File: config.mk
export PLATFORM = sky130hd
export DESIGN_NAME = segment_table_alloc_check_core
export DESIGN_NICKNAME = d
export VERILOG_FILES = /design/src/hw/rtl/stac_pkg.sv /design/src/hw/rtl/stac_table.sv /design/src/hw/rtl/stac_ctrl.sv /design/src/hw/rtl/segment_table_alloc_check_core.sv
export SDC_FILE = /design/constraint.sdc
export NUM_CORES = 1
export LEC_CHECK = 0
export BUFFER_PORTS_ARGS = -buffer_cell sky130_fd_sc_hd__buf_2
export CORE_UTILIZATION = 40
export CTS_CLUSTER_SIZE = 8
export DETAILED_ROUTE_END_ITERATION = 10
export HOLD_SLACK_MARGIN = 0.06
export PLACE_DENSITY = 0.59
export SLEW_MARGIN = 20
export SYNTH_ARGS = -nofsm -noshare
export SYNTH_HDL_FRONTEND = slang
export SYNTH_SLANG_ARGS = --single-unit
File: constraint.sdc
create_clock -name clk -period 6.9 [get_ports clk]
set_input_delay 0.345 -clock clk [delete_from_list [all_inputs] [get_ports clk]]
set_output_delay 0.345 -clock clk [all_outputs]
set_load 0.02 [all_outputs]
File: src/hw/rtl/stac_pkg.sv
// ----------------------------------------------------------------------------
// stac_pkg
// Shared types and constants of the segment table allocate/check core.
// ----------------------------------------------------------------------------
package stac_pkg;

	localparam int TABLE_DEPTH_DEF = 16;

	localparam int SEG_W    = 8;
	localparam int BASE_W   = 10;
	localparam int OFF_W    = 10;
	localparam int LIMIT_W  = BASE_W + OFF_W;	// base*1024 + offset
	localparam int STATUS_W = 2;

	localparam logic [LIMIT_W-1:0] LIMIT_RESET = '1;

	// request kinds
	localparam logic KIND_ALLOC  = 1'b0;
	localparam logic KIND_ACCESS = 1'b1;

	// result status codes
	localparam logic [STATUS_W-1:0] ST_OK    = 2'd0;
	localparam logic [STATUS_W-1:0] ST_FAULT = 2'd1;
	localparam logic [STATUS_W-1:0] ST_FULL  = 2'd2;

	// register indexes
	localparam logic REG_MEM_AVAIL = 1'b0;

	typedef struct packed {
		logic [SEG_W-1:0]  segment;
		logic [BASE_W-1:0] base;
		logic [OFF_W-1:0]  offset;
	} entry_t;

	typedef struct packed {
		logic              kind;
		logic [SEG_W-1:0]  segment;
		logic [BASE_W-1:0] base;
		logic [OFF_W-1:0]  offset;
	} req_t;

endpackage

File: src/hw/rtl/stac_table.sv
// ----------------------------------------------------------------------------
// stac_table
// Entry store: one write port, one read port, read data registered.
// ----------------------------------------------------------------------------
module stac_table #(
	parameter int DEPTH = stac_pkg::TABLE_DEPTH_DEF,
	parameter int IDX_W = 4
) (
	input  logic             clk,
	input  logic             wr_en,
	input  logic [IDX_W-1:0] wr_addr,
	input  stac_pkg::entry_t wr_data,
	input  logic             rd_en,
	input  logic [IDX_W-1:0] rd_addr,
	output stac_pkg::entry_t rd_data
);
	import stac_pkg::*;

	entry_t mem_q [DEPTH];
	entry_t rd_data_q;

	always_ff @(posedge clk) begin
		if (wr_en) begin
			mem_q[wr_addr] <= wr_data;
		end
	end

	always_ff @(posedge clk) begin
		if (rd_en) begin
			rd_data_q <= mem_q[rd_addr];
		end
	end

	assign rd_data = rd_data_q;

endmodule

File: src/hw/rtl/stac_ctrl.sv
// ----------------------------------------------------------------------------
// stac_ctrl
// Request sequencer: limit check, linear scan of the stored entries, append.
// ----------------------------------------------------------------------------
module stac_ctrl #(
	parameter int DEPTH = stac_pkg::TABLE_DEPTH_DEF,
	parameter int IDX_W = 4,
	parameter int CNT_W = 5
) (
	input  logic                          clk,
	input  logic                          arst_n,
	input  logic                          start,
	input  stac_pkg::req_t                req,
	input  logic [stac_pkg::LIMIT_W-1:0]  mem_available,
	output logic                          busy,
	output logic                          done,
	output logic [stac_pkg::STATUS_W-1:0] status,
	output logic                          rd_en,
	output logic [IDX_W-1:0]              rd_addr,
	input  stac_pkg::entry_t              rd_data,
	output logic                          wr_en,
	output logic [IDX_W-1:0]              wr_addr,
	output stac_pkg::entry_t              wr_data
);
	import stac_pkg::*;

	localparam logic [1:0] S_IDLE = 2'd0;
	localparam logic [1:0] S_SCAN = 2'd1;
	localparam logic [1:0] S_DONE = 2'd2;

	logic [1:0]       state_q;
	req_t             req_q;
	logic             limit_fail_q;
	logic             hit_q;
	logic [CNT_W-1:0] ptr_q;
	logic [CNT_W-1:0] count_q;
	logic             rd_vld_s1;

	logic issue;
	logic match;
	logic full;
	logic [STATUS_W-1:0] status_c;

	assign issue = (state_q == S_SCAN) && (ptr_q < count_q);
	assign full  = (count_q == CNT_W'(DEPTH));

	// allocate looks for a base clash, access for a covering entry
	always_comb begin
		if (req_q.kind == KIND_ALLOC) begin
			match = (rd_data.base == req_q.base);
		end else begin
			match = (rd_data.segment == req_q.segment) &&
			        (rd_data.base == req_q.base) &&
			        (rd_data.offset >= req_q.offset);
		end
	end

	always_comb begin
		if (req_q.kind == KIND_ALLOC) begin
			if (limit_fail_q || hit_q) begin
				status_c = ST_FAULT;
			end else if (full) begin
				status_c = ST_FULL;
			end else begin
				status_c = ST_OK;
			end
		end else begin
			status_c = hit_q ? ST_OK : ST_FAULT;
		end
	end

	assign busy    = (state_q != S_IDLE);
	assign done    = (state_q == S_DONE);
	assign status  = status_c;
	assign rd_en   = issue;
	assign rd_addr = ptr_q[IDX_W-1:0];
	assign wr_en   = done && (req_q.kind == KIND_ALLOC) && (status_c == ST_OK);
	assign wr_addr = count_q[IDX_W-1:0];
	assign wr_data = '{segment: req_q.segment, base: req_q.base, offset: req_q.offset};

	always_ff @(posedge clk) begin
		if (state_q == S_IDLE && start) begin
			req_q        <= req;
			limit_fail_q <= (mem_available < {req.base, req.offset});
		end
	end

	always_ff @(posedge clk or negedge arst_n) begin
		if (!arst_n) begin
			state_q   <= S_IDLE;
			hit_q     <= 1'b0;
			ptr_q     <= '0;
			count_q   <= '0;
			rd_vld_s1 <= 1'b0;
		end else begin
			rd_vld_s1 <= issue;
			case (state_q)
				S_IDLE: begin
					if (start) begin
						hit_q   <= 1'b0;
						ptr_q   <= '0;
						state_q <= S_SCAN;
					end
				end
				S_SCAN: begin
					if (issue) begin
						ptr_q <= ptr_q + CNT_W'(1);
					end
					if (rd_vld_s1 && match) begin
						hit_q <= 1'b1;
					end
					if (!issue && !rd_vld_s1) begin
						state_q <= S_DONE;
					end
				end
				S_DONE: begin
					if (wr_en) begin
						count_q <= count_q + CNT_W'(1);
					end
					state_q <= S_IDLE;
				end
				default: begin
					state_q <= S_IDLE;
				end
			endcase
		end
	end

endmodule

File: src/hw/rtl/segment_table_alloc_check_core.sv
// ----------------------------------------------------------------------------
// segment_table_alloc_check_core
// Segment table with allocate and access checks against a memory limit.
// ----------------------------------------------------------------------------
//
//  channel   | handshake                      | word
//  ----------+--------------------------------+----------------------------------
//  request   | start & !busy                  | kind, segment_number, base_unit,
//            |                                | offset
//  result    | done (one cycle, no back-press)| status
//  config    | psel & penable & pwrite        | paddr, pwdata (mem_available)
//
//  Scan: the sequencer reads one stored entry a cycle through the single read
//  port, then waits for the last registered read before the result strobe; a
//  new request is taken only after the result of the last one. Reset clears
//  the fill count: table empty at once, no clearing pass. The receiver cannot
//  stall; busy drops after the result cycle and the next word is taken the
//  cycle after.
//
module segment_table_alloc_check_core #(
	parameter int TABLE_DEPTH = stac_pkg::TABLE_DEPTH_DEF
) (
	input  logic                          clk,
	input  logic                          arst_n,
	// request
	input  logic                          start,
	output logic                          busy,
	input  logic                          kind,
	input  logic [stac_pkg::SEG_W-1:0]    segment_number,
	input  logic [stac_pkg::BASE_W-1:0]   base_unit,
	input  logic [stac_pkg::OFF_W-1:0]    offset,
	// result
	output logic                          done,
	output logic [stac_pkg::STATUS_W-1:0] status,
	// config
	input  logic                          psel,
	input  logic                          penable,
	input  logic                          pwrite,
	input  logic [2:0]                    paddr,
	input  logic [31:0]                   pwdata,
	output logic [31:0]                   prdata,
	output logic                          pready
);
	import stac_pkg::*;

	localparam int IDX_W = (TABLE_DEPTH > 1) ? $clog2(TABLE_DEPTH) : 1;
	localparam int CNT_W = $clog2(TABLE_DEPTH + 1);

	logic [LIMIT_W-1:0] mem_available_q;
	logic               reg_sel;
	req_t               req;

	logic       rd_en;
	logic [IDX_W-1:0] rd_addr;
	entry_t     rd_data;
	logic       wr_en;
	logic [IDX_W-1:0] wr_addr;
	entry_t     wr_data;

	// ---- config port: one register at byte address 0 ----
	assign pready  = 1'b1;
	assign reg_sel = (paddr[2] == REG_MEM_AVAIL);
	assign prdata  = reg_sel ? {{(32-LIMIT_W){1'b0}}, mem_available_q} : '0;

	always_ff @(posedge clk or negedge arst_n) begin
		if (!arst_n) begin
			mem_available_q <= LIMIT_RESET;
		end else if (psel && penable && pwrite && pready && reg_sel) begin
			mem_available_q <= pwdata[LIMIT_W-1:0];
		end
	end

	assign req = '{kind: kind, segment: segment_number, base: base_unit, offset: offset};

	// ---- sequencer ----
	stac_ctrl #(
		.DEPTH (TABLE_DEPTH),
		.IDX_W (IDX_W),
		.CNT_W (CNT_W)
	) u_ctrl (
		.clk           (clk),
		.arst_n        (arst_n),
		.start         (start),
		.req           (req),
		.mem_available (mem_available_q),
		.busy          (busy),
		.done          (done),
		.status        (status),
		.rd_en         (rd_en),
		.rd_addr       (rd_addr),
		.rd_data       (rd_data),
		.wr_en         (wr_en),
		.wr_addr       (wr_addr),
		.wr_data       (wr_data)
	);

	// ---- entry store: entries are appended, so the fill count marks valid ----
	stac_table #(
		.DEPTH (TABLE_DEPTH),
		.IDX_W (IDX_W)
	) u_table (
		.clk     (clk),
		.wr_en   (wr_en),
		.wr_addr (wr_addr),
		.wr_data (wr_data),
		.rd_en   (rd_en),
		.rd_addr (rd_addr),
		.rd_data (rd_data)
	);

`ifndef ASSERT_OFF
	// an accepted request keeps the block busy
	a_busy_after_start: assert property (@(posedge clk) disable iff (!arst_n)
		start && !busy |=> busy) else $error("busy not raised after start");

	// result strobe lasts one cycle and lies inside the busy window
	a_done_single: assert property (@(posedge clk) disable iff (!arst_n)
		done |-> busy ##1 !done) else $error("result strobe not single-cycle");

	// no table write outside the result cycle
	a_wr_in_done: assert property (@(posedge clk) disable iff (!arst_n)
		wr_en |-> done && status == ST_OK) else $error("stray table write");

	// the returned status is a defined code
	a_status_code: assert property (@(posedge clk) disable iff (!arst_n)
		done |-> (status == ST_OK || status == ST_FAULT || status == ST_FULL))
		else $error("undefined status code");
`endif

endmodule
==> results.ini, run 1 <==
[placed_design]
dpl.hpwl_mm=26.2
io_buffers=79
gpl.final_weighted_congestion=0.711
pre_cts_ws_ns=3.38

[clocking]
root_buffer=clkbuf_16
cts_max_path_buffers=3
post_cts_buffers=0
htree_levels=3
numCtsBuffers=77
cts.sinks=540
insertion_delay_ns=0.59
cts_tree=yes
clk_pin_slew_worst_paths_ns=0.05

[timing]
rsz0062_at_grt=false
fmax_mhz=289
setup_violations=0
tightest_slew_ns=1.13
hold_viol_final=0
setup_slack_ns=3.45
finClkSkew_ns=0.0189
drv_slew=0
post-route-min-period_ns=3.45
relSlewSlack_pct=24.8
tns_ns=0
fin_crit_sh_pct=50.1

[power]
p_per_area_nw_per_um2=347
power_mw=8.74
ir_drop_v=0.000253
p_leak_nw=8.28

[yosys]
synth_seq_cells=540
synth_edf_count=506
yosysUniqueCellTypes=45
synthCells=984
synth_top_area_share_pct=71.1
synth_warnings=0
seq_area_frac_synth_pct=75.2
synthesis.area_um2=21400
avgSynthCellArea_um2=21.7
synth_common_cells=edfxtp_1 (506), mux4_2 (139), inv_1 (39)
async_reset_ff_share_pct=6.30
yosys_most_used_dff=edfxtp_1
synth.most_common_cell=edfxtp_1
yosysTopAreaCell=edfxtp_1
netlist_top_cells_area=edfxtp_1 (71%), mux4_2 (15%), dfstp_2 (2.5%)

[setup_path]
crit_family=flip-flops
r2r_slack_ns=3.45
cp-start-kind=flip-flop
crit_buf_inv=2
cp_cell_sequence=ha_1 > a21o_1 > a31oi_1 > o21ai_1 > inv_1 > buf_4
path_class=reg2reg
worst_setup_path_end_kind=flip-flop
cp_slowest_stage_delay_ns=1.11
arrival_ns=3.67
cp.required_ns=7.12
cpMaxStageDelayCell=dfrtp_2
path_max_fanout=32

[drt]
drc=0
ant_nets=0
wl_mm=47.1
wl_per_cell_um=25.0
vias_per_cell=5.37
dr_total_vias=10106
firstDrtPassIters=4
drtIter0Drc=875

[floorplan]
core.rowCount=84
dieArea_um2=54300
coreArea_um2=52700
start_util_pct=40.6
die_x_um=233
top_level_ports=107
dieHeight_um=233

[global_routing]
overflow=0
grt_pass1_wl_mm=69.1
grt_pass1_vias=10682
antenna_found_initial=1
grt_max_degree=102
gr-usage-all-layers_pct=17.9

[final_layout]
drive_above_1_share_pct=32.2
register_area_um2=16100
n_fill_cell=4307
multi_input_area_um2=4950
layout.nets=1275
syn_to_final_growth_pct=17.9

[run_status]
status=complete, no violations

[run]
maxCapViolCount=0

[hold_path]
hp-class=in2reg

[state kept, by name (all words and copies together), names as in the netlist]
register,count
u_ctrl.wr_data,28
u_ctrl.rd_vld_s1,1
u_ctrl.req_q,1
u_table.rd_data,28
u_ctrl.count_q,5
u_ctrl.state_q,2
u_table.mem_q,448
u_ctrl.limit_fail_q,1
u_ctrl.hit_q,1
mem_available_q,20
u_ctrl.ptr_q,5
[layout make-up]
type | count | area share, %
multi-input cells | 364 | 19.7
clock buffers | 100 | 8.08
flip-flops and latches | 540 | 63.9
diodes | 1 | 0.00994
repair buffers | 145 | 4.05
well taps | 688 | 3.42
clock inverters | 6 | 0.323
inverters | 39 | 0.582
[power breakdown]
| group | internal [mW] | switching [mW] | total (mW) |
|---|---|---|---|
| clock | 2.07 | 1.29 | 3.36 |
| sequential | 3.93 | 0.263 | 4.19 |
| combinational | 0.601 | 0.588 | 1.19 |
| total | 6.60 | 2.14 | 8.74 |
[routing by layer]
| layer | track usage (%) | vias up | part of all wire (%) | routed length (um) |
|---|---|---|---|---|
| met3 | 3.70 | 64 | 6.0 | 2810 |
| met1 | 24.4 | 5340 | 43 | 20400 |
| met2 | 28.6 | 344 | 49 | 22900 |
| met4 | 6.05 | 0 | 2.0 | 950 |
| met5 | 0 | - | 0 | 0 |
| li1 | - | 4358 | - | - |
[stage by stage]
stage	hold slack (ns)	area, um2	instances	utilization, %
after floorplan	0.0494	21400	995	-
after global placement	0.426	22600	1730	42.9
after detailed placement	0.428	22600	1730	42.9
after CTS	0.0651	25200	1881	47.8
after global routing	0.0826	25200	1882	47.8
final	0.0953	25200	1883	47.8
[placed cells by master (no fill, tap or decap), drive strengths merged, types with 6 or more instances in the layout]
cell	Yosys	final
a21oi	11	11
nor2b	23	23
mux4	140	140
edfxtp	506	506
inv	39	43
xor2	11	11
dfrtp	14	14
xnor2	12	12
nand4	6	6
dlygate4sd3	0	45
nand2	17	17
nor2	16	16
dfstp	20	20
ha	38	38
clkbuf	21	100
buf	31	100
mux2	20	20
o21ai	14	14
conb	2	13
nor3	6	6
[path summary, 6_finish.rpt]
path                             startpoint                 end  cells past startpoint
max                         u_ctrl.ptr_q[2]  u_table.rd_data[1]                      6
min                               offset[4]   u_ctrl.wr_data[4]                      1
max in group asynchronous            arst_n     u_ctrl.ptr_q[1]                      2
min in group asynchronous            arst_n   u_ctrl.count_q[3]                      2
min reg2reg                u_ctrl.rd_vld_s1   u_ctrl.state_q[1]                      1
max reg2reg                 u_ctrl.ptr_q[2]  u_table.rd_data[1]                      6
[what timing repair did]
action / 4_1_cts / 5_1_grt
gates resized for setup: 0 / 0
hold buffers: 45 / 0
endpoints found under the hold margin: 58 / 0
[logic make-up (layout without fill, tap and decap cells)]
family / Yosys count / in the layout / synth area share, %
AND/OR/NAND/NOR: 88 / 88 / 2.18
buffers and inverters: 91 / 290 / 2.31
AO/OA/AOI/OAI: 42 / 42 / 1.24
other: 2 / 14 / 0.0352
XOR/XNOR: 23 / 23 / 0.943
flip-flops: 540 / 540 / 75.2
adder cells (fa/ha/maj): 38 / 38 / 2.23
multiplexers: 160 / 160 / 15.8
No activity file was read; power rests on OpenSTA's default activity.
==> inputs of run 2 (changes only) <==
==> constraint.sdc (replaced) <==
create_clock -name clk -period 3.2 [get_ports clk]
set_input_delay 0.16 -clock clk [delete_from_list [all_inputs] [get_ports clk]]
set_output_delay 0.16 -clock clk [all_outputs]
set_load 0.02 [all_outputs]
==> run 2 against run 1 <==
Effect of this change: register-to-register slack got worse by 2.9 ns; cell count increased by 1.7%; combinational power increased by 140%; clock-buffer cell count increased by 5; flip-flop and latch count unchanged; clock skew increased by 0.0067 ns; utilization increased by 0.83 points; worst hold slack improved by 0.12 ns; routed wire length decreased by 1.8%; via count decreased by 0.30%; power increased by 120%; highest routed layer unchanged.
==> results.ini, run 2 (synthesis results as in run 1) <==
[timing]
tightest_slew_ns=0.806  ; -0.322 ns
finClkSkew_ns=0.0256  ; +0.00670 ns
rsz0062_at_grt=false
drv_slew=0  ; unchanged
fmax_mhz=376  ; +30%
fin_crit_sh_pct=83.1  ; +33 points
relSlewSlack_pct=46.3  ; +21 points
tns_ns=0  ; unchanged
post-route-min-period_ns=2.66  ; -0.797 ns
hold_viol_final=0  ; unchanged
setup_violations=0  ; unchanged

[hold_path]
hp-class=in2async

[setup_path]
cp-start-kind=flip-flop
path_class=reg2reg
crit_path_frequent_cell=inv_1
cp_slowest_stage_delay_ns=0.69  ; -0.42 ns
crit_buf_inv=3  ; +1
path_max_fanout=22  ; -31%
cp_cell_sequence=inv_1 > ha_1 > a2111oi_2 > o21ai_1 > inv_1 > buf_4
worst_setup_path_end_kind=flip-flop
cpMaxStageDelayCell=dfrtp_1
arrival_ns=2.88  ; -0.79 ns
crit_family=flip-flops
cp.required_ns=3.42  ; -3.70 ns

[final_layout]
syn_to_final_growth_pct=19.9
regMostFlops=u_table.mem_q
largest_register_ffs=448  ; unchanged
drive_above_1_share_pct=33.4  ; +1.2 points
n_fill_cell=4229  ; -1.8%
layout_common_cells=edfxtp_1 (506), mux4_2 (139), clkbuf_16 (81)
fin_cells=1915  ; +1.7%
final_common_cell=edfxtp_1
antenna_cells=0  ; -1
layout.nets=1305  ; +2.4%

[clocking]
root_buffer=clkbuf_16
numCtsBuffers=77  ; unchanged
insertion_delay_ns=0.59  ; about the same
cts.sinks=540  ; unchanged
cts_resized=0  ; unchanged
cts_tree=yes
post_cts_buffers=0  ; unchanged
cts_max_path_buffers=3  ; unchanged
clk_pin_slew_worst_paths_ns=0.05  ; about the same
htree_levels=3  ; unchanged

[placed_design]
dpl.hpwl_mm=25.9  ; -1.2%
dp.cells=1754  ; +1.4%
gpl.final_weighted_congestion=0.735  ; +3.3%
io_buffers=79  ; unchanged

[power]
switchingPower_mw=4.64  ; +120%
ir_drop_v=0.000515  ; +100%
clkPwrFrac_pct=38.3  ; about the same
pwr-share-comb_pct=15.0  ; +1.4 points
seqPwrFrac_pct=46.8  ; -1.2 points
switching_share_pct=24.4  ; -0.15 points
internal-power_mw=14.4  ; +120%
p_leak_nw=8.46  ; +2.2%
p_per_area_nw_per_um2=744  ; +110%

[global_routing]
overflow=0  ; unchanged
grt_pass1_wl_mm=69.1  ; about the same
grt_pass1_vias=10722  ; +0.37%
antenna_found_initial=0  ; -1
grt_max_degree=116  ; +14%
gr-usage-all-layers_pct=17.8  ; -0.10 points

[floorplan]
dieArea_um2=54300  ; unchanged
top_level_ports=107  ; unchanged
die_x_um=233  ; unchanged
start_util_pct=40.6  ; unchanged
core.rowCount=84  ; unchanged
dieHeight_um=233  ; unchanged
coreArea_um2=52700  ; unchanged

[drt]
firstDrtPassIters=5  ; +1
wl_mm=46.2  ; -1.8%
drc=0  ; unchanged
drtIter0Drc=847  ; -3.2%
ant_nets=0  ; unchanged
dr_total_vias=10076  ; -0.30%
vias_per_cell=5.26  ; -2.0%
wl_per_cell_um=24.1  ; -3.5%

[run]
maxCapViolCount=0  ; unchanged

[run_status]
status=complete, no violations

==> run 2: timing repair <==
item,CTS,global route
hold buffers,51,0
hold endpoints to repair,66,0
endpoints found under the setup margin,0,0
==> run 2: final timing paths <==
path | from | endpoint | slack (ns) | cells after the start
hold reg to reg | u_ctrl.rd_vld_s1 | u_ctrl.state_q[1] | 0.46 | 1
setup / recovery | u_ctrl.count_q[3] | u_table.rd_data[9] | 0.54 | 6
hold / removal | arst_n | u_ctrl.hit_q | 0.21 | 2
max in group asynchronous | arst_n | u_ctrl.ptr_q[1] | 2.39 | 2
setup reg to reg | u_ctrl.count_q[3] | u_table.rd_data[9] | 0.54 | 6
min in group clk | segment_number[2] | u_ctrl.wr_data[22] | 0.28 | 2
==> run 2: power groups by stage <==
stage	clock network, mW	logic (mW)	registers (mW)
5_1_grt	7.74	3.11	8.97
3_3_place_gp	0	2.85	9.01
2_1_floorplan	0	2.10	8.85
3_5_place_dp	0	2.86	9.04
6_report	7.29	2.85	8.90
4_1_cts	7.46	2.91	8.91
==> run 2: stage by stage <==
step | area, um2 | setup slack [ns] | util, % | hold slack [ns] | total power [mW]
after CTS | 25600 | 0.552 | 48.6 | 0.208 | 19.3
after floorplan | 21400 | 0.206 | - | -0.136 | 11.0
after detailed placement | 22900 | 0.568 | 43.5 | 0.312 | 11.9
after global placement | 22900 | 0.596 | 43.5 | 0.310 | 11.9
final | 25600 | 0.542 | 48.6 | 0.213 | 19.0
after global routing | 25600 | 0.365 | 48.6 | 0.269 | 19.8
==> run 2: metal layers <==
layer  track usage (%)  vias up  wire length [um]
met1              24.3     5303             20100
met5                 0        -                 0
met3              3.49       55              2510
met4              6.03        0               847
met2              28.5      287             22700
li1                  -     4431                 -
==> run 2: layout make-up <==
type                       instances  area [um2]  share of cell area, %
sequential                       540       16100                   62.8
clock inverter                     4        46.3                  0.181
multi-input combinational        364        4970                   19.4
timing repair buffer             175        1390                   5.41
tap                              688         861                   3.36
inverter                          39         146                  0.572
clock buffer                     105        2120                   8.27
==> run 2: worst reg2reg max path, cell delays in order (launching register included) <==
cell and delay (ns):
dfrtp_1 0.69, inv_1 0.16, ha_1 0.23, a2111oi_2 0.35, o21ai_1 0.31, inv_1 0.15, buf_4 0.38
==> inputs of run 3 (changes only) <==
==> constraint.sdc (replaced) <==
create_clock -name clk -period 2.7 [get_ports clk]
set_input_delay 0.135 -clock clk [delete_from_list [all_inputs] [get_ports clk]]
set_output_delay 0.135 -clock clk [all_outputs]
set_load 0.02 [all_outputs]
==> run 3 against run 2 <==
Effect of this change: clock skew up 0.00062 ns; critical path type unchanged; sequential power increased by 18%; combinational power up 22%; sequential share of layout area is 0.51 points lower; critical endpoint is now u_table.mem_q[2][25]; flip-flop and latch count stayed put.
==> results.ini, run 3 (synthesis results as in run 1) <==
[run_status]
status=complete, no violations

[setup_path]
cp_slowest_stage_delay_ns=0.43  ; -0.26 ns
worst_setup_path_end_kind=flip-flop
crit_family=simple AND/OR/NAND/NOR gates
cp.required_ns=2.96  ; -0.46 ns
crit_buf_inv=2  ; -1
path_class=reg2reg
arrival_ns=2.77  ; -0.11 ns
cpMaxStageDelayCell=dfrtp_1
cp_cell_sequence=inv_1 > ha_1 > nand2_1 > o311a_1 > nand2_1 > nor3_4 > buf_4
path_max_fanout=12  ; -45%
crit_path_frequent_cell=nand2_1
cp-start-kind=flip-flop

[floorplan]
start_util_pct=40.6  ; unchanged
dieHeight_um=233  ; unchanged
dieArea_um2=54300  ; unchanged
coreArea_um2=52700  ; unchanged
die_x_um=233  ; unchanged
top_level_ports=107  ; unchanged
core.rowCount=84  ; unchanged

[timing]
rsz0062_at_grt=false
finClkSkew_ns=0.0262  ; +0.000618 ns
tightest_slew_ns=0.795  ; -0.0109 ns
relSlewSlack_pct=47.0  ; +0.73 points
fmax_mhz=398  ; +5.9%
fin_hold_ws_ns=0.166  ; -0.0474 ns
hold_viol_final=0  ; unchanged
setup_violations=0  ; unchanged
post-route-min-period_ns=2.51  ; -0.147 ns
fin_crit_sh_pct=93.0  ; +9.9 points
drv_slew=0  ; unchanged

[final_layout]
largest_register_ffs=448  ; unchanged
layout.nets=1320  ; +1.1%
multi_input_area_um2=4970  ; unchanged
layout_common_cells=edfxtp_1 (506), mux4_2 (139), clkbuf_16 (81)
final_common_cell=edfxtp_1
regMostFlops=u_table.mem_q
syn_to_final_growth_pct=20.9
antenna_cells=0  ; unchanged
n_fill_cell=4219  ; -0.24%
fin_cells=1928  ; +0.68%
drive_above_1_share_pct=34.3  ; +0.86 points
register_area_um2=16100  ; unchanged

[clocking]
insertion_delay_ns=0.60  ; about the same
cts_resized=0  ; unchanged
numCtsBuffers=77  ; unchanged
root_buffer=clkbuf_16
clk_pin_slew_worst_paths_ns=0.06  ; about the same
cts_max_path_buffers=3  ; unchanged
htree_levels=3  ; unchanged
cts.sinks=540  ; unchanged
cts_tree=yes

[power]
pwr-share-comb_pct=15.3  ; +0.3 points
p_per_area_nw_per_um2=882  ; +19%
switching_share_pct=24.4  ; +0.067 points
p_leak_nw=8.56  ; +1.2%
clkPwrFrac_pct=38.6  ; +0.3 points
ir_drop_v=0.000444  ; -14%
switchingPower_mw=5.56  ; +20%
internal-power_mw=17.2  ; +19%
seqPwrFrac_pct=46.1  ; -0.7 points

[global_routing]
antenna_found_initial=1  ; +1
overflow=0  ; unchanged
grt_max_degree=100  ; -14%
grt_pass1_vias=10912  ; +1.8%
gr-usage-all-layers_pct=18.3  ; +0.55 points
grt_pass1_wl_mm=70.6  ; +2.1%

[drt]
ant_nets=0  ; unchanged
dr_total_vias=10245  ; +1.7%
wl_mm=47.7  ; +3.2%
vias_per_cell=5.31  ; +0.99%
firstDrtPassIters=5  ; unchanged
drtIter0Drc=875  ; +3.3%
drc=0  ; unchanged
wl_per_cell_um=24.7  ; +2.6%

[hold_path]
hp-class=in2async

[placed_design]
dp.cells=1770  ; +0.91%
gpl.final_weighted_congestion=0.744  ; +1.2%
dpl.hpwl_mm=26.7  ; +3.3%
io_buffers=79  ; unchanged

[run]
maxCapViolCount=0  ; unchanged

[run 3: cell count changes in the layout (fill, tap and decap cells not counted)]
cell	before	now
buf_12	11	18
buf_4	33	42
buf_6	1	0
bufinv_16	0	1
clkbuf_1	24	22
clkinv_2	1	0
clkinv_8	2	0
inv_16	0	1
inv_6	1	2
[run 3: what timing repair did]
| action | 4_1_cts | 5_1_grt |
|---|---|---|
| hold buffers | 51 | 0 |
| endpoints found under the hold margin | 80 | 0 |
| buffers inserted | 0 | 0 |
[run 3: layout make-up]
type	instances	area share, %
clock inverter	4	0.262
sequential	540	62.3
timing repair buffer	190	6.13
inverter	39	0.567
tap	688	3.33
multi-input combinational	364	19.3
clock buffer	103	8.17
[run 3: path summary, 6_finish.rpt]
kind,start,to,slack [ns],depth (start not counted)
worst max register to register,u_ctrl.count_q[0],u_table.mem_q[2][25],0.19,7
max in group asynchronous,arst_n,u_ctrl.ptr_q[0],1.94,2
worst max-delay path,u_ctrl.count_q[0],u_table.mem_q[2][25],0.19,7
worst min register to register,u_ctrl.rd_vld_s1,u_ctrl.state_q[1],0.43,1
min in group clk,segment_number[2],u_ctrl.wr_data[22],0.24,2
worst min-delay path,arst_n,u_ctrl.count_q[1],0.17,2
[run 3: routing by layer]
metal / GRT usage [%] / wire [um]
met5: 0 / 0
met4: 5.66 / 809
met3: 3.61 / 2980
met2: 29.7 / 23600
met1: 25.0 / 20300
[run 3: through the flow]
stage               setup WS (ns)  utilization (%)  setup TNS [ns]  area [um2]  total power, mW
floorplan                  -0.264                -          -60.43       21400             13.0
global placement            0.332             43.9               0       23100             14.1
detailed placement          0.274             43.9               0       23100             14.2
CTS                         0.210             49.0               0       25800             23.0
global route               0.0799             49.0               0       25800             23.7
finish                      0.189             49.0               0       25800             22.8
[run 3: power by group through the flow]
stage	Clock, mW	Combinational [mW]	Sequential [mW]
floorplan	0	2.49	10.5
detailed placement	0	3.51	10.6
finish	8.78	3.48	10.5
global route	9.29	3.80	10.6
global placement	0	3.47	10.6
CTS	8.96	3.57	10.5
